==> src/sv/cir_pkg.sv <==
package cir_pkg;

	// default sizes, handed to the top level parameters
	localparam int SAMPLE_BITS_DEF      = 24;
	localparam int PHASE_INDEX_BITS_DEF = 12;
	localparam int MAX_DIVIDE_DEF       = 64;

	// register and datapath widths fixed by the interface
	localparam int PHASE_BITS    = 24;
	localparam int STEP_BITS     = 25;
	localparam int DIVIDE_BITS   = 7;
	localparam int INVERSE_BITS  = 17;
	localparam int GAIN_BITS     = 16;
	localparam int CFG_DATA_BITS = 25;
	localparam int CFG_INDEX_BITS = 2;

	// fixed-point formats
	localparam int INV_FRAC    = 16;
	localparam int WEIGHT_FRAC = 17;
	localparam int WEIGHT_BITS = 18;
	localparam int WEIGHT_ONE  = 131072;
	localparam int GAIN_FRAC   = 12;

	// outputs per point are capped
	localparam int OUT_CAP  = 64;
	localparam int CAP_BITS = 6;

	// divide compare width covers any legal group size
	localparam int DIV_CMP_BITS = 9;

	// point queue between front and back
	localparam int QUEUE_DEPTH = 4;

	// floor(y / 3) = (y * THIRD_RECIP) >> THIRD_SHIFT for y below 2^17
	localparam int          THIRD_BITS  = 17;
	localparam logic [16:0] THIRD_RECIP = 17'd43691;
	localparam int          THIRD_SHIFT = 17;

	// reset values of the registers
	localparam logic [STEP_BITS-1:0]    STEP_RESET    = 25'h1000000;
	localparam logic [DIVIDE_BITS-1:0]  DIVIDE_RESET  = 7'd1;
	localparam logic [INVERSE_BITS-1:0] INVERSE_RESET = 17'h10000;
	localparam logic [GAIN_BITS-1:0]    GAIN_RESET    = 16'h1000;

	typedef enum logic [CFG_INDEX_BITS-1:0] {
		REG_STEP           = 2'd0,
		REG_SOURCE_DIVIDE  = 2'd1,
		REG_INVERSE_DIVIDE = 2'd2,
		REG_GAIN           = 2'd3
	} cfg_reg_t;

	typedef struct packed {
		logic [STEP_BITS-1:0]    step;
		logic [DIVIDE_BITS-1:0]  source_divide;
		logic [INVERSE_BITS-1:0] inverse_divide;
		logic [GAIN_BITS-1:0]    gain;
	} cfg_t;

endpackage

==> src/sv/cir_front.sv <==
module cir_front
	import cir_pkg::*;
#(
	parameter int SAMPLE_BITS = SAMPLE_BITS_DEF,
	parameter int MAX_DIVIDE  = MAX_DIVIDE_DEF
) (
	input  logic                          clk,
	input  logic                          arst_n,
	input  cfg_t                          cfg,
	input  logic                          in_valid,
	output logic                          in_ready,
	input  logic signed [SAMPLE_BITS-1:0] in_sample,
	output logic                          push,
	output logic signed [SAMPLE_BITS-1:0] push_data,
	input  logic                          queue_full
);

	localparam int CNT_W  = (MAX_DIVIDE > 1) ? $clog2(MAX_DIVIDE) : 1;
	localparam int SUM_W  = SAMPLE_BITS + $clog2(MAX_DIVIDE);
	localparam int PROD_W = SUM_W + INVERSE_BITS + 1;

	localparam logic signed [PROD_W-1:0] HALF = PROD_W'(1) <<< (INV_FRAC - 1);
	localparam logic signed [SAMPLE_BITS-1:0] S_MAX = {1'b0, {(SAMPLE_BITS-1){1'b1}}};
	localparam logic signed [SAMPLE_BITS-1:0] S_MIN = {1'b1, {(SAMPLE_BITS-1){1'b0}}};

	logic signed [SUM_W-1:0]  group_sum_q;
	logic [CNT_W-1:0]         count_q;
	logic                     v_s1;
	logic                     v_s2;
	logic signed [SUM_W-1:0]  tot_s1;
	logic signed [PROD_W-1:0] prod_s2;

	logic [DIV_CMP_BITS-1:0]  div_eff;
	logic [DIV_CMP_BITS-1:0]  cnt_next;
	logic                     complete;
	logic signed [SUM_W-1:0]  sum_next;
	logic                     accept;
	logic                     fen;
	logic signed [PROD_W-1:0] rnd_full;

	// the front stalls only when a finished point cannot enter the queue
	assign fen      = !v_s2 || !queue_full;
	assign in_ready = fen;
	assign accept   = in_valid && in_ready;
	assign push     = v_s2 && !queue_full;

	// effective group size: zero acts as one, clamp at the maximum
	always_comb begin
		div_eff = DIV_CMP_BITS'(cfg.source_divide);
		if (cfg.source_divide == '0)
			div_eff = DIV_CMP_BITS'(1);
		else if (DIV_CMP_BITS'(cfg.source_divide) > DIV_CMP_BITS'(MAX_DIVIDE))
			div_eff = DIV_CMP_BITS'(MAX_DIVIDE);
	end

	assign cnt_next = DIV_CMP_BITS'(count_q) + DIV_CMP_BITS'(1);
	assign complete = (cnt_next >= div_eff);
	assign sum_next = group_sum_q + SUM_W'(in_sample);

	// group accumulation and stage valids
	always_ff @(posedge clk or negedge arst_n) begin
		if (!arst_n) begin
			group_sum_q <= '0;
			count_q     <= '0;
			v_s1        <= 1'b0;
			v_s2        <= 1'b0;
		end else if (fen) begin
			v_s1 <= accept && complete;
			v_s2 <= v_s1;
			if (accept) begin
				if (complete) begin
					group_sum_q <= '0;
					count_q     <= '0;
				end else begin
					group_sum_q <= sum_next;
					count_q     <= CNT_W'(cnt_next);
				end
			end
		end
	end

	// group total, then scale by the reciprocal
	always_ff @(posedge clk) begin
		if (fen) begin
			if (accept && complete)
				tot_s1 <= sum_next;
			if (v_s1)
				prod_s2 <= PROD_W'(tot_s1) * PROD_W'(signed'({1'b0, cfg.inverse_divide}));
		end
	end

	// round half up and saturate into a point
	assign rnd_full = (prod_s2 + HALF) >>> INV_FRAC;

	always_comb begin
		if (rnd_full > PROD_W'(S_MAX))
			push_data = S_MAX;
		else if (rnd_full < PROD_W'(S_MIN))
			push_data = S_MIN;
		else
			push_data = rnd_full[SAMPLE_BITS-1:0];
	end

endmodule

==> config.mk <==
export PLATFORM = sky130hd
export DESIGN_NAME = cir_front
export DESIGN_NICKNAME = d
export VERILOG_FILES = /design/src/sv/cir_pkg.sv /design/src/sv/cir_front.sv
export SDC_FILE = /design/constraint.sdc
export NUM_CORES = 1
export LEC_CHECK = 0
export ABC_AREA = 0
export BUFFER_PORTS_ARGS = -buffer_cell sky130_fd_sc_hd__buf_4
export CORE_ASPECT_RATIO = 1.75
export CORE_UTILIZATION = 60
export DETAILED_ROUTE_END_ITERATION = 16
export PLACE_DENSITY = 0.78
export SLEW_MARGIN = 30
export SYNTH_ARGS = -nofsm -noshare
export SYNTH_HDL_FRONTEND = slang
export SYNTH_SLANG_ARGS = --single-unit
==> constraint.sdc <==
create_clock -name clk -period 17.3 [get_ports clk]
set_input_delay 1.73 -clock clk [delete_from_list [all_inputs] [get_ports clk]]
set_output_delay 1.73 -clock clk [all_outputs]
set_load 0.005 [all_outputs]
# Yosys cells after proc, flatten, opt, wreduce, memory -nomap -nowiden
# Index checks and enable logic that the tools add are counted.
[word_totals]
in_bits = 93
out_inout_bits = 26
elab_cells = 30
reg_bits = 116
[op_classes]
n_mux = 6
add_sub_neg = 3
n_mul = 1
reduce_logical = 10
magnitude_cmp = 4
[ops]
columns = ["operator", "count"]
rows = [
  ["$add 48x17->48 const B", 1],
  ["$mul 30x18->48", 1],
  ["$mux 24", 2],
  ["$gt 32x24->1 const B", 1],
  ["$lt 32x24->1 const B", 1],
  ["$add 30x24->30", 1],
  ["$mux 30", 1],
  ["$ge 7x9->1", 1],
  ["$mux 9", 1],
  ["$add 6x1->7 const B", 1],
  ["$gt 7x7->1 const B", 1],
  ["$logic_not 7->1", 1],
  ["$mux 7", 1],
  ["$mux 6", 1],
  ["$reduce_and 2->1", 3],
  ["$logic_and 1x1->1", 3],
  ["$logic_not 1->1", 2],
  ["$logic_or 1x1->1", 1],
]

# Depth between registers and ports, before layout
[depth]
ltp_word = 6
depth_mapped = 24
mapped_depth_nobuf = 23

# Worst setup path before layout
# OpenSTA, ideal clock, no wires.
[synth_timing]
path_kind = "input to register"
start = "input port cfg[17] in the netlist's numbering"
end = "register prod_s2[45] (data pin)"
slack_ns = 9.516
cell_stages = 23
arrival_time_ns = 7.513
required_time_ns = 17.029
setup_ns = 0.271
path_buffers = 2
path_cell_list = "clkbuf_1 clkbuf_1 nand2_1 inv_1 fa_1 fa_1 inv_1 fa_1 inv_1 fa_1 inv_1 fa_1 inv_1 ha_1 and2_1 a221oi_1 o21ai_0 a21oi_1 nor2_1 a211oi_1 nor2_1 a2111oi_0 xnor2_1"
[synth_via]
elab_chain_len = 1
[synth_rtl]
columns = ["element", "line_no", "text"]
rows = [
  ["start, declared", "cir_front.sv:9", "input cfg_t cfg,"],
  ["$mul 30x18->48", "cir_front.sv:88", "prod_s2 <= PROD_W'(tot_s1) * PROD_W'(signed'({1'b0, cfg.inverse_divide}));"],
  ["end signal, assigned", "cir_front.sv:88", ""],
  ["end, declared", "cir_front.sv:31", "logic signed [PROD_W-1:0] prod_s2;"],
]
# Every way passes these cells.
# A chain may end at the register's enable or synchronous reset.

# Worst setup path in the final report
[layout_timing]
start = "input port cfg[22] in the netlist's numbering"
end = "register prod_s2[45] (data pin)"
# The elaborated chain is that of the path after synthesis.

==> summary.txt <==
Layout
  • P&R area growth vs syn: 4.539%
  • Layout cells sized above 1: 0.05483
  • Fill count: 3094
  • Area occupied by multi-input gates: 17960 um2
  • Storage cell area: 2843 um2
  • Fin nets: 3244

Yosys
  • Post-Synthesis Cells: 2519
  • Most frequent cell after synthesis: inv_1
  • Post-synthesis mux area share: 0.001335
  • Syn_area_per_cell: 9.301 um2
  • Synth cell types: 70
  • Dominant cell type by area after synthesis: fa_1
  • Synth Warn #: 0
  • Synth Area in Adders: 0.4982
  • Post-synthesis compound-gate area fraction: 0.06451
  • Synth Area in XOR/XNOR: 0.03557
  • Synth cell count leaders: inv_1, fa_1, nand2_1
  • Syn nets: 3251
  • Share of the synthesized area in the top cell type: 0.4187
  • Ranking of synthesized cells by area: fa_1, inv_1, edfxtp_1, ha_1, and2_1
  • EDFF count, synth: 63
  • Ys async rst share: 0.3762
  • Mapped Area: 23430 um2
  • Register bit total from synthesis: 101
  • Largest family of logic cells by synthesized area: adder cells
  • Simple-gate share of the synthesized area: 0.1667
  • Sequential share of the synthesized area: 0.1213
  • Main synth FF type: edfxtp_1

Timing
  • RSZ-0062 raised after global routing: false
  • Final hold vios: 0
  • Final setup vio count: 0
  • Worst Clk Skew: 0.03908 ns
  • Slew headroom: 0.4234
  • Setup tns final: 0 ns
  • Tightest Pin Transition: 0.8578 ns
  • Peak Freq: 124.3 MHz
  • Slew Limit Fails: 0
  • Hold WS: 0.4938 ns
  • Tcrit/Tclk final: 0.4649
  • Min Tclk post-route: 8.042 ns

Detailed routing
  • DRC: 0
  • DR WL/cell: 19.33 um
  • DRT Wirelength: 58050 um
  • Pre-antenna DRT Iters: 6
  • Number of routed nets with antenna violations: 0
  • Routed vias/inst: 5.743
  • DR vias: 17246
  • Initial drt markers: 896

Flow run
  • Max Cap Viol: 0

Placed design
  • DP HPWL: 45910 um
  • IO Port Bufs: 77
  • Gp weighted congestion: 0.9246

Clocking
  • H-tree depth: 3
  • PostCTS Resize Cnt: 0
  • CTS tree: built
  • Hold-fix buffers, CTS: 0
  • Setup Buffers After CTS: 0
  • CTS Buffer Depth: 2
  • Clock transition at path regs: 0.07 ns
  • Total CTS buffers: 9
  • Clk sinks: 101
  • Worst skew pair latency: 0.41 ns
  • Clock root buffer: clkbuf_16

Critical path
  • Reg2Reg Setup Slack: 10.02 ns
  • Crit Path Category: input port to register
  • Cell mode on critical path: fa_1
  • Crit path DAT: 8.16 ns
  • WP buf/inv: 3
  • CP Launch Type: input port
  • Crit path required time: 17.41 ns
  • Worst Setup End Kind: register
  • Cell family with most CP delay: adder cells
  • CP peak stage delay: 1.01 ns
  • Slowest CP cell: fa_1
  • CP max FO: 30
  • Crit-path cells: buf_4 -> and2_1 -> fa_1 -> fa_1 -> fa_1 -> fa_1 -> fa_1 -> inv_1 -> fa_1 -> inv_1 -> ha_1 -> and2_1 -> a221oi_1 -> o21ai_0 -> a21oi_1 -> nor2_1 -> a211oi_1 -> nor2_1 -> a2111oi_0 -> xnor2_1

Floorplan
  • Die width: 151.4 um
  • Core area: 38390 um2
  • Die height: 263.4 um
  • Rows: 95
  • Boundary pin count: 119
  • Initial Util: 0.6103
  • Die area: 39880 um2

Min path
  • Worst hold path class: register to register

Global routing
  • Antenna violations before repair: 1
  • Total GRT Usage: 0.3231
  • Vias in the first global route: 19658
  • Largest net degree at the start of global routing: 41
  • First-pass GRT wire length: 96780 um
  • GR Overflow Total: 0

Outcome
  • Status: completed
## cell usage in the layout (no fill, tap or decap), types with 4 or more instances in the layout
cell / count
inv_1: 583
fa_1: 490
nand2_1: 328
and2_1: 287
ha_1: 149
buf_4: 81
edfxtp_1: 63
xnor2_1: 59
a21oi_1: 57
nor2_1: 54
o21ai_0: 48
dfrtp_1: 38
xor2_1: 33
nand3_1: 32
a21o_1: 19
o21ai_2: 19
nor3_1: 18
nand4_1: 14
a31oi_1: 14
a22o_1: 13
clkbuf_16: 9
nand2b_1: 8
o21a_1: 7
a211oi_1: 5
o21bai_1: 5
a31o_2: 5
and3_1: 4
o31ai_1: 4
a221oi_1: 4
nor2b_1: 4
## worst reg2reg max path, delay by kind of cell, from the launching register on
kind	cells	cell delay, ns
AOI/OAI and AO/OA	5	1.77
xor gates and xnor gates	1	0.13
adders and majority gates	7	3.39
buffers and inverters	2	0.12
DFF	1	0.69
and+or+nand+nor	4	0.87
## flip-flops by register name, indices dropped and copies added (netlist names)
signal,cells
count_q,6
group_sum_q,30
prod_s2,33
tot_s1,30
v_s1,1
v_s2,1
## final timing paths
check | start | end | cells after the start
worst max-delay path | cfg[22] | prod_s2[45] | 20
worst min-delay path | group_sum_q[12] | group_sum_q[12] | 2
worst max register to register | tot_s1[10] | prod_s2[45] | 19
worst min register to register | group_sum_q[12] | group_sum_q[12] | 2
max in group asynchronous | arst_n | group_sum_q[24] | 1
min in group asynchronous | arst_n | count_q[5] | 1
## kinds of logic after synthesis
family,count (synthesis)
multiplexers,3
AND/OR/NAND/NOR,773
XOR/XNOR,93
adder cells (fa/ha/maj),639
AO/OA/AOI/OAI,228
flip-flops,101
buffers and inverters,682
## area by class of cell
type                    count  share of cell area
flip-flops and latches    101              0.1161
clock inverters             6            0.002299
well taps                 485             0.02478
diodes                      1           0.0001022
clock buffers              10            0.009348
inverters                 583             0.08934
multi-input cells        1736              0.7332
repair buffers             81             0.02483
## through the flow
stage / cell area [um2] / utilization / instances / setup slack (ns)
after floorplan: 23430 / - / 2519 / 9.516
after global placement: 24200 / 0.6304 / 2986 / 8.940
after detailed placement: 24210 / 0.6305 / 2986 / 8.821
after CTS: 24490 / 0.6379 / 3002 / 9.216
after global routing: 24490 / 0.6379 / 3002 / 8.803
final: 24490 / 0.6380 / 3003 / 9.258
## routing by layer
metal | GRT usage | wire [um] | vias up
li1 | - | - | 7557
met2 | 0.5639 | 30740 | 638
met4 | 0.2930 | 6272 | 2
met5 | 0 | 17 | -
met3 | 0.05390 | 2771 | 325
met1 | 0.3192 | 18250 | 8724
Power is left out: the tool's default activity adds up to more than one toggle a clock period on the data nets, which glitch-free logic cannot reach.
