**src/sv/cir_fifo.sv**
```systemverilog
module cir_fifo #(
	parameter int WIDTH = 8,
	parameter int DEPTH = 4
) (
	input  logic             clk,
	input  logic             arst_n,
	input  logic             push,
	input  logic [WIDTH-1:0] push_data,
	input  logic             pop,
	output logic [WIDTH-1:0] pop_data,
	output logic             not_empty,
	output logic             full
);

	localparam int PTR_W = $clog2(DEPTH);

	logic [WIDTH-1:0] mem_q [DEPTH];
	logic [PTR_W-1:0] wr_ptr_q;
	logic [PTR_W-1:0] rd_ptr_q;
	logic [PTR_W:0]   level_q;

	assign pop_data  = mem_q[rd_ptr_q];
	assign not_empty = (level_q != '0);
	assign full      = (level_q == (PTR_W+1)'(DEPTH));

	// pointers and fill level
	always_ff @(posedge clk or negedge arst_n) begin
		if (!arst_n) begin
			wr_ptr_q <= '0;
			rd_ptr_q <= '0;
			level_q  <= '0;
		end else begin
			if (push)
				wr_ptr_q <= wr_ptr_q + PTR_W'(1);
			if (pop)
				rd_ptr_q <= rd_ptr_q + PTR_W'(1);
			if (push && !pop)
				level_q <= level_q + (PTR_W+1)'(1);
			else if (pop && !push)
				level_q <= level_q - (PTR_W+1)'(1);
		end
	end

	// storage
	always_ff @(posedge clk) begin
		if (push)
			mem_q[wr_ptr_q] <= push_data;
	end

endmodule

```
**config.mk**
```make
export PLATFORM = sky130hd
export DESIGN_NAME = cir_fifo
export DESIGN_NICKNAME = d
export VERILOG_FILES = /design/src/sv/cir_fifo.sv
export SDC_FILE = /design/constraint.sdc
export NUM_CORES = 1
export LEC_CHECK = 0
export ABC_AREA = 0
export BUFFER_PORTS_ARGS = -buffer_cell sky130_fd_sc_hd__buf_2
export CAP_MARGIN = 25
export CORE_UTILIZATION = 35
export DETAILED_ROUTE_END_ITERATION = 8
export PLACE_DENSITY = 0.63
export RECOVER_POWER = 25
export REMOVE_ABC_BUFFERS = 1
export SYNTH_ARGS = -nofsm -noshare
export SYNTH_HDL_FRONTEND = slang
export SYNTH_SLANG_ARGS = --single-unit
```
**constraint.sdc**
```tcl
create_clock -name clk -period 1.3 [get_ports clk]
set_input_delay 0.13 -clock clk [delete_from_list [all_inputs] [get_ports clk]]
set_output_delay 0.13 -clock clk [all_outputs]
set_load 0.05 [all_outputs]
```
* Word-level counts from Yosys, hierarchy flattened
Memories as Yosys holds them, arrays and structs flattened.
Cells that the tools add are included.
** Storage, ports and cells
- Memory bits (writable) :: 32
- Memories kept :: 1
- Bits of input ports :: 12
- Output and inout port bits :: 10
- Bits in registers :: 7
** Memory list
- mem_q :: depth 4, width 8, rd ports 1, clocked after Yosys merged registers in 0, write ports 1, line 17 : logic [WIDTH-1:0] mem_q [DEPTH];
** Operators by class
- Reductions and logical operators :: 6
- Muxes and demuxes :: 4
- Equal/unequal tests :: 1
- Add/sub/neg operators :: 4
** Operator list (number)
- $mux 3 :: 2
- $add 2x1->2 const B :: 2
- $add 3x1->3 const B :: 1
- $eq 3x3->1 const B :: 1
- $reduce_bool 3->1 :: 1
- $sub 3x1->3 const B :: 1
- $logic_and 1x1->1 :: 2
- $logic_not 1->1 :: 2
- $mux 1 :: 2
- $reduce_bool 2->1 :: 1

* Longest topological paths before layout
Gate-level depths: netlist of the first run.
- Depth in word-level cells :: 4
- Depth in mapped cells :: 7
- Mapped depth without buffers :: 7

* Least setup slack after synthesis of the first run
No wires, ideal clock.
- Kind :: register -> output
- Start point :: register level_q[0]
- End point :: output full
- Stages on the path, launching flop included :: 2
- Path buffers :: 0
- Path slack :: -0.424 ns
- Required time :: 1.170 ns
- Arrival :: 1.594 ns
- Cells stage by stage :: dfrtp_1 > nor3b_1
** On the way
- Word-level cells in the longest chain between the ends :: 1
** RTL lines
- from (decl) :: line 20 : logic [PTR_W:0] level_q;
- from (signal assigned) :: line 38 : level_q <= level_q + (PTR_W+1)'(1);
- from (signal assigned) :: line 40 : level_q <= level_q - (PTR_W+1)'(1);
- $eq 3x3->1 :: line 24 : assign full = (level_q == (PTR_W+1)'(DEPTH));
- to (decl) :: line 12 : output logic full
No other way between the ends.

* Worst setup path after layout of the first run
- Start point :: register rd_ptr_q[0]
- End point :: output pop_data[3]
** On the way
- Word-level cells in the longest chain between the ends :: 1
** RTL lines
- from (decl) :: line 19 : logic [PTR_W-1:0] rd_ptr_q;
- from (signal assigned) :: line 36 : rd_ptr_q <= rd_ptr_q + PTR_W'(1);
- $mem_v2 4x8
- to (decl) :: line 10 : output logic [WIDTH-1:0] pop_data,
No other way between the ends.

==> results by group, run 1 <==
Status
  • Status: finished, violations left
  • Failing checks: setup timing

Worst setup path
  • Required time of the critical path: 1.17 ns
  • Setup Crit Path Kind: reg -> out
  • Critical path arrival: 1.52 ns
  • CP Launch Type: register
  • Setup crit end kind: primary output
  • Peak fanout along the critical path: 4

Clock network
  • Clock root buffer: clkbuf_8
  • Num CTS Buffers: 5
  • Clk Latency, worst-skew pair: 0.29 ns
  • CTS Sinks: 39
  • Clock-pin slew on the worst setup and hold paths: 0.08 ns
  • CTS tree: done
  • Max clock buf depth: 2
  • Htree depth: 2

STA
  • RSZ-0062 raised after global routing: yes
  • Min cycle time layout: 1.65 ns
  • Slew headroom: 73.3%
  • Final Hold Viols: 0
  • Worst Tran Pin Value: 0.400 ns
  • Crit share post-route: 127%
  • # setup viols final: 12
  • Layout Skew: 0.00512 ns
  • Setup ws final: -0.352 ns
  • Max Slew Vio Count: 0
  • Highest Clock Rate: 0.605 GHz

Run
  • Max_cap viols: 0

Logic synthesis
  • Seq cells post-synth: 39
  • Post-synthesis average cell area: 20.4 um2
  • Post-synth top area share: 62.0%
  • Number of synthesis warnings: 0
  • Leading area contributor after synthesis: edfxtp_1
  • Number of synthesized flops with an enable pin: 32
  • Top_reg_cell synth: edfxtp_1
  • Seq/Total Area, Yosys: 73.3%
  • Synth area leaders: edfxtp_1 62%, mux4_2 12%, dfrtp_1 11%
  • Most frequent cells after synthesis: 32 x edfxtp_1, 8 x mux4_2, 7 x dfrtp_1
  • Fraction of registers with async set/reset: 17.9%
  • Cell count after synthesis: 76
  • Library cells used by synthesis: 17
  • Mapped cell area: 1550 um2
  • Count leader, synth: edfxtp_1

Floorplan
  • Die span in x: 68.5 um
  • Die H: 68.5 um
  • Core area: 4120 um2
  • Initial Util: 37.6%
  • IO Count: 22
  • Full die area: 4700 um2
  • Row Count: 23

Power
  • Clock power share: 21.0%
  • Total power: 5.58 mW
  • Sw Pwr: 1.90 mW
  • VDD IR max: 0.00113 V
  • Leak: 0.837 nW
  • Comb pwr share: 45.5%
  • Switching share of power: 34.0%
  • PwrDens: 2610 nW/um2
  • Int Pwr: 3.69 mW
  • Seq pwr share: 33.6%

Layout
  • Fin nets: 145
  • Final design utilization: 52.0%
  • Ant diodes: 0
  • Share of cells above drive strength 1: 47.7%
  • Design Area, Final: 2140 um2
  • FILL cells: 340
  • Layout area overhead: 38.1%

Placement
  • Post-DP Area: 1840 um2
  • Dpl hpwl: 2030 um
  • Final Wtd Congestion: 0.661
  • PortBufs: 21

Detailed routing
  • Final WL: 2840 um
  • Number of vias per cell: 4.67
  • Detailed-route wire length per cell: 16.0 um
  • Vias: 832
  • First drt pass iteration count: 3
  • Antenna viol nets, final: 0
  • Residual DRC: 0
  • Iter 0 DRT Violations: 32

Global routing
  • Vias in the first global route: 891
  • First-pass GRT wire length: 4450 um
  • Total grt overflow: 0
  • Antenna violations before repair: 0
  • GRT Overall Usage: 14.1%
  • Largest net degree at the start of global routing: 13

Worst hold path
  • Worst hold path type: in -> reg
==> stage by stage <==
stage / hold slack [ns] / setup TNS [ns] / setup slack, ns / instances
after floorplan: -0.166 / -1.74 / -0.424 / 74
after global placement: -0.0247 / -0.490 / -0.0676 / 164
after detailed placement: -0.0176 / -0.846 / -0.115 / 164
after CTS: 0.0557 / -3.11 / -0.372 / 174
after global routing: 0.0684 / -3.67 / -0.404 / 178
final: 0.0778 / -3.04 / -0.352 / 178
==> cell usage in the layout, fill, tap and decap left out, drive strengths merged <==
cell type	n
ha	5
xnor2	2
xor2	4
edfxtp	32
and2	4
nor3b	1
or3	1
fa	1
buf	40
bufinv	2
o21ai	1
mux2	1
dfrtp	7
nor2	1
mux4	8
clkbuf	11
nand2	2
dlygate4sd3	1
inv	4
==> registers in the layout, summed over array words and instances, names as in the netlist <==
name      flops
mem_q        32
rd_ptr_q      2
wr_ptr_q      2
level_q       3
==> kinds of logic (layout without fill, tap and decap cells) <==
logic type / count (synthesis) / in the layout / share of synthesized area (%)
compound gates: 1 / 1 / 0.323
xor+xnor: 6 / 6 / 3.39
fa+ha+maj: 6 / 6 / 5.33
buf+inv: 6 / 58 / 2.02
flops: 39 / 39 / 73.3
mux: 9 / 9 / 12.4
simple gates: 9 / 9 / 3.23
==> cell type report <==
class	count	area, um2	share of cell area (%)
Sequential cell	39	1140	53.2
Multi-Input combinational cell	31	403	18.8
Timing Repair Buffer	46	389	18.2
Clock buffer	6	72.6	3.39
Tap cell	50	62.6	2.92
Clock inverter	2	60.1	2.81
Inverter	4	15.0	0.702
==> worst max-delay path: stages (launching register included) <==
cell	delay [ns]
dfrtp_2	0.42
buf_6	0.13
mux4_2	0.51
buf_6	0.17
==> per-layer routing <==
metal	track usage (%)	vias up	part of all wire [%]	wire [um]
li1	-	388	-	-
met1	17.5	419	44	1240
met2	23.4	22	50	1430
met3	4.61	3	4.9	140
met4	3.91	0	0.92	26
met5	0	-	0	0
==> timing repair <==
item,CTS,global route
hold buffers,1,0
resized for setup,31,5
endpoints found under the hold margin,7,0
pin swaps,4,3
setup buffers,1,4
setup endpoints to repair,11,29
==> path summary, 6_finish.rpt <==
path                               from          end  slack [ns]  depth (start not counted)
setup / recovery            rd_ptr_q[0]  pop_data[3]       -0.35                          3
min in group asynchronous        arst_n  rd_ptr_q[0]        0.21                          2
max in group asynchronous        arst_n  rd_ptr_q[0]        0.90                          2
hold reg to reg              level_q[2]   level_q[2]        0.52                          1
hold / removal             push_data[2]  mem_q[0][2]        0.08                          1
setup reg to reg             level_q[0]   level_q[2]       -0.05                          5
==> power groups by stage <==
| stage | Clock, mW | Sequential, mW | Combinational, mW |
|---|---|---|---|
| 2_1_floorplan | 0 | 1.90 | 1.30 |
| 3_3_place_gp | 0 | 1.87 | 1.95 |
| 3_5_place_dp | 0 | 1.90 | 2.00 |
| 4_1_cts | 1.20 | 1.89 | 2.40 |
| 5_1_grt | 1.25 | 1.91 | 2.72 |
| 6_report | 1.17 | 1.87 | 2.54 |
(Power assumes the default switching activity.)
==> run 2, diff against run 1 <==
Settings changed: CORE_UTILIZATION 35 to 39, PLACE_DENSITY 0.63 to 0.68.
==> results by group, run 2 (synthesized netlist as in run 1, its figures left out) <==
Power
  • VDD IR max: 0.00137 V
  • Clock power share: 20.7%
  • Comb pwr share: 46.7%
  • Seq pwr share: 32.6%
  • Switching share of power: 33.9%
  • Int Pwr: 3.77 mW
  • Sw Pwr: 1.94 mW
  • Total power: 5.71 mW
  • Leak: 0.835 nW
  • PwrDens: 2640 nW/um2

STA
  • Layout Skew: 0.00373 ns
  • Setup ws final: -0.348 ns
  • Setup Total Neg Slack: -3.22 ns
  • Crit share post-route: 127%
  • Slew headroom: 74.4%
  • # setup viols final: 12
  • Highest Clock Rate: 0.607 GHz
  • Min cycle time layout: 1.65 ns
  • Final Hold Viols: 0
  • Hold_ws: 0.0488 ns
  • Worst Tran Pin Value: 0.385 ns
  • Max Slew Vio Count: 0
  • RSZ-0062 raised after global routing: yes

Floorplan
  • Row Count: 22
  • Initial Util: 41.4%
  • IO Count: 22
  • Die H: 65.0 um
  • Core area: 3740 um2
  • Die span in x: 65.0 um
  • Full die area: 4230 um2

Worst hold path
  • Hold path cells: 1
  • Worst hold path type: in -> reg

Clock network
  • Max clock buf depth: 2
  • CTS Sinks: 39
  • Num CTS Buffers: 5
  • Htree depth: 2
  • Clk Latency, worst-skew pair: 0.29 ns
  • Clock root buffer: clkbuf_8
  • Clock-pin slew on the worst setup and hold paths: 0.07 ns
  • CTS tree: done

Layout
  • Layout area overhead: 39.7%
  • Fin nets: 144
  • Most common cell after layout, fill and taps aside: edfxtp_1
  • Most frequent cells in the layout: 32 x edfxtp_1, 16 x buf_6, 13 x buf_4
  • Share of cells above drive strength 1: 48.0%
  • Largest register FFs: 32
  • Design Area, Final: 2160 um2
  • Top flop regs: mem_q (32), level_q (3)
  • Largest Register: mem_q
  • Ant diodes: 0

Worst setup path
  • Critical path arrival: 1.52 ns
  • Setup crit end kind: primary output
  • CP Launch Type: register
  • Crit path max-delay family: multiplexers
  • Worst path depth: 3
  • Slowest CP cell: mux4_2
  • Setup Crit Path Kind: reg -> out
  • Required time of the critical path: 1.17 ns
  • Worst Path Buf+Inv: 2
  • Worst reg2reg path depth: 5
  • Peak fanout along the critical path: 6
  • Largest stage delay, worst path: 0.51 ns
  • CP Cell Sequence: buf_12 -> mux4_2 -> buf_6

Detailed routing
  • Vias: 830
  • Number of vias per cell: 4.74
  • Antenna viol nets, final: 0
  • Detailed-route wire length per cell: 15.3 um
  • Residual DRC: 0
  • Iter 0 DRT Violations: 58
  • Final WL: 2670 um
  • First drt pass iteration count: 4

Global routing
  • First-pass GRT wire length: 4430 um
  • Antenna violations before repair: 0
  • GRT Overall Usage: 15.3%
  • Vias in the first global route: 914
  • Total grt overflow: 0
  • Largest net degree at the start of global routing: 14

Run
  • Max_cap viols: 0

Placement
  • Final Wtd Congestion: 0.648
  • PortBufs: 21
  • Post-DP Area: 1870 um2
  • Dpl hpwl: 1820 um

Status
  • Failing checks: setup timing
  • Status: finished, violations left
==> run 2: changes by cell type in the layout (fill, tap and decap cells not counted), moves of 2 or more <==
cell    previous run  this run
buf_4             15        13
buf_2              6         4
buf_6             18        16
buf_12             0         3
and2_1             3         1
==> run 2: final cells by class <==
cell class              count  area [um2]
well taps                  48        60.1
clock buffers               5        68.8
inverters                   4        15.0
fillers                   300        1580
repair buffers             45         409
clock inverters             3        67.6
flip-flops and latches     39        1140
multi-input cells          31         407
==> run 2: power groups by stage <==
stage / sequential, mW / combinational [mW] / clock [mW]
after global placement: 1.86 / 2.06 / 0
after floorplan: 1.90 / 1.30 / 0
final: 1.86 / 2.67 / 1.18
after CTS: 1.85 / 2.53 / 1.21
after detailed placement: 1.88 / 2.12 / 0
after global routing: 1.90 / 2.84 / 1.25
==> run 2: per-stage QoR <==
stage / cells / setup slack (ns) / utilization [%]
finish: 175 / -0.348 / 57.8
global route: 175 / -0.402 / 57.8
floorplan: 74 / -0.424 / -
global placement: 161 / -0.0714 / 50.0
CTS: 172 / -0.406 / 56.7
detailed placement: 161 / -0.144 / 50.0
==> run 2: timing repair <==
action,4_1_cts,5_1_grt
endpoints found under the hold margin,7,0
buffers inserted,2,3
endpoints found under the setup margin,19,32
hold buffers,1,0
pin swaps,6,3
gates resized for setup,28,8
==> run 2: layer usage <==
layer | vias to the layer above | GRT usage, % | part of all wire, %
met5 | - | 0 | 0
met4 | 0 | 8.42 | 1.6
met3 | 7 | 5.11 | 4.7
met2 | 27 | 27.0 | 55
met1 | 409 | 15.9 | 38
li1 | 387 | - | -
==> run 2: final timing paths <==
check                              from          end  slack [ns]
max                         rd_ptr_q[0]  pop_data[6]       -0.35
min                        push_data[0]  mem_q[3][0]        0.05
max reg2reg                  level_q[1]   level_q[2]       -0.14
min reg2reg                  level_q[2]   level_q[2]        0.53
max in group asynchronous        arst_n  rd_ptr_q[0]        0.91
min in group asynchronous        arst_n   level_q[1]        0.21
==> run 3, diff against run 2 <==
Settings changed: ABC_AREA 0 to 1.
==> results by group, run 3 <==
Status
  • Status: finished, violations left
  • Failing checks: setup timing

STA
  • Slew headroom: 86.7%
  • Final Hold Viols: 0
  • Hold_ws: 0.0645 ns
  • RSZ-0062 raised after global routing: yes
  • Layout Skew: 0.00464 ns
  • Worst Tran Pin Value: 0.199 ns
  • Setup Total Neg Slack: -1.21 ns
  • Min cycle time layout: 1.46 ns
  • Highest Clock Rate: 0.683 GHz
  • Crit share post-route: 113%
  • # setup viols final: 8
  • Max Slew Vio Count: 0
  • Setup ws final: -0.165 ns

Layout
  • Largest register FFs: 32
  • Largest Register: mem_q
  • Fin nets: 199
  • Ant diodes: 0
  • Design Area, Final: 2110 um2
  • Non-Filler Instances: 232
  • Layout area overhead: 23.8%
  • Final design utilization: 51.7%
  • Most common cell after layout, fill and taps aside: nand2_1
  • Top flop regs: mem_q (32), level_q (3)
  • Most frequent cells in the layout: 38 x nand2_1, 32 x edfxtp_1, 27 x inv_1
  • Share of cells above drive strength 1: 24.7%

Global routing
  • GRT Overall Usage: 15.1%
  • Largest net degree at the start of global routing: 21
  • Antenna violations before repair: 0
  • First-pass GRT wire length: 4800 um
  • Vias in the first global route: 1,024
  • Total grt overflow: 0

Detailed routing
  • Final WL: 2990 um
  • Residual DRC: 0
  • Antenna viol nets, final: 0
  • Vias: 1,077
  • Iter 0 DRT Violations: 60
  • Number of vias per cell: 4.64
  • Detailed-route wire length per cell: 12.9 um
  • First drt pass iteration count: 4

Clock network
  • Htree depth: 2
  • Clock-pin slew on the worst setup and hold paths: 0.07 ns
  • Num CTS Buffers: 5
  • Max clock buf depth: 2
  • Clk Latency, worst-skew pair: 0.28 ns
  • CTS tree: done
  • CTS Sinks: 39
  • Clock root buffer: clkbuf_8

Worst setup path
  • Slowest CP cell: dfrtp_2
  • CP Cell Sequence: buf_6 -> o211ai_1 -> nand2_1 -> buf_6
  • Most Frequent Cell on Critical Path: buf_6
  • CP Launch Type: register
  • Largest stage delay, worst path: 0.45 ns
  • Critical path arrival: 1.33 ns
  • Setup Crit Path Kind: reg -> out
  • Required time of the critical path: 1.17 ns
  • Setup crit end kind: primary output
  • Crit path max-delay family: flip-flops
  • Worst Path Buf+Inv: 2
  • Peak fanout along the critical path: 6

Power
  • Leak: 0.940 nW
  • Total power: 5.33 mW
  • PwrDens: 2520 nW/um2
  • VDD IR max: 0.00129 V

Logic synthesis
  • Fraction of registers with async set/reset: 17.9%
  • Fraction of the mapped netlist area in compound gates: 7.62%
  • Mux cell area share after synthesis: 0%
  • Mapped cell area: 1710 um2
  • Seq/Total Area, Yosys: 66.6%
  • Number of synthesized flops with an enable pin: 32
  • Count leader, synth: nand2_1
  • Library cells used by synthesis: 19
  • Most frequent cells after synthesis: 38 x nand2_1, 32 x edfxtp_1, 27 x inv_1
  • Cell count after synthesis: 142
  • Post-synthesis simple-gate area fraction: 9.53%
  • Number of synthesis warnings: 0
  • Leading area contributor after synthesis: edfxtp_1
  • Top_reg_cell synth: edfxtp_1
  • Adder-cell share of the synthesized area: 4.84%
  • Synth Area in XOR/XNOR: 2.05%
  • Synth area leaders: edfxtp_1 56%, dfrtp_1 10%, nand2_1 8.4%
  • Post-synth top area share: 56.3%
  • Largest family of logic cells by synthesized area: simple AND/OR/NAND/NOR gates
  • Post-synthesis average cell area: 12.0 um2
  • Seq cells post-synth: 39

Floorplan
  • Full die area: 4640 um2
  • Die span in x: 68.2 um
  • Initial Util: 41.8%
  • IO Count: 22
  • Die H: 68.2 um
  • Row Count: 23
  • Core area: 4090 um2

Placement
  • Final Wtd Congestion: 0.731
  • Post-DP Area: 1920 um2
  • Placed insts: 220
  • Pre-CTS WS: -0.0709 ns
  • PortBufs: 21
  • Dpl hpwl: 2170 um

Run
  • Max_cap viols: 0

Worst hold path
  • Worst hold path type: in -> reg
==> run 3: final cells by class <==
type                    instances  area, um2
clock buffers                   7       76.3
clock inverters                 1       5.00
fillers                       352       1970
inverters                      28        105
multi-input cells              69        418
flip-flops and latches         39       1140
well taps                      50       62.6
repair buffers                 38        305
==> run 3: worst paths after layout <==
check	from	endpoint	slack (ns)	cells past startpoint
worst max-delay path	rd_ptr_q[0]	pop_data[6]	-0.16	4
worst min-delay path	pop	rd_ptr_q[0]	0.06	2
worst max register to register	wr_ptr_q[0]	mem_q[0][3]	0.07	5
worst min register to register	level_q[2]	level_q[2]	0.50	2
max in group asynchronous	arst_n	rd_ptr_q[0]	0.91	2
min in group asynchronous	arst_n	level_q[1]	0.21	2
==> run 3: worst register-to-register path, stage by stage, from the launching register on <==
cell	delay (ns)
dfrtp_1	0.43
inv_1	0.11
ha_1	0.15
nand2_1	0.05
inv_1	0.07
buf_4	0.15
==> run 3: cells by family (layout without fill, tap and decap cells) <==
family	after synthesis	count (layout)
compound gates	17	17
flops	39	39
xor+xnor	4	4
buf+inv	34	74
fa+ha+maj	6	6
simple gates	42	42
==> run 3: timing repair <==
item                                    CTS  global route
hold endpoints to repair                  7             0
hold buffers                              1             0
pin swaps                                 2             7
endpoints found under the setup margin   10            11
setup buffers                             2             0
resized for setup                        20            10
gates cloned                              0             1
==> run 3: per-layer routing <==
metal / vias to the layer above / share of wire [%] / GRT usage, %
met5: - / 0 / 0
met4: 0 / 1.2 / 4.43
met3: 6 / 5.1 / 6.17
met2: 28 / 51 / 24.9
met1: 499 / 43 / 18.1
li1: 544 / - / -
==> run 3: report_power, final <==
part	internal [mW]	total (mW)	switching, mW
registers	1.68	1.86	0.176
logic	1.04	2.71	1.67
clock network	0.376	0.758	0.382
total	3.10	5.33	2.23
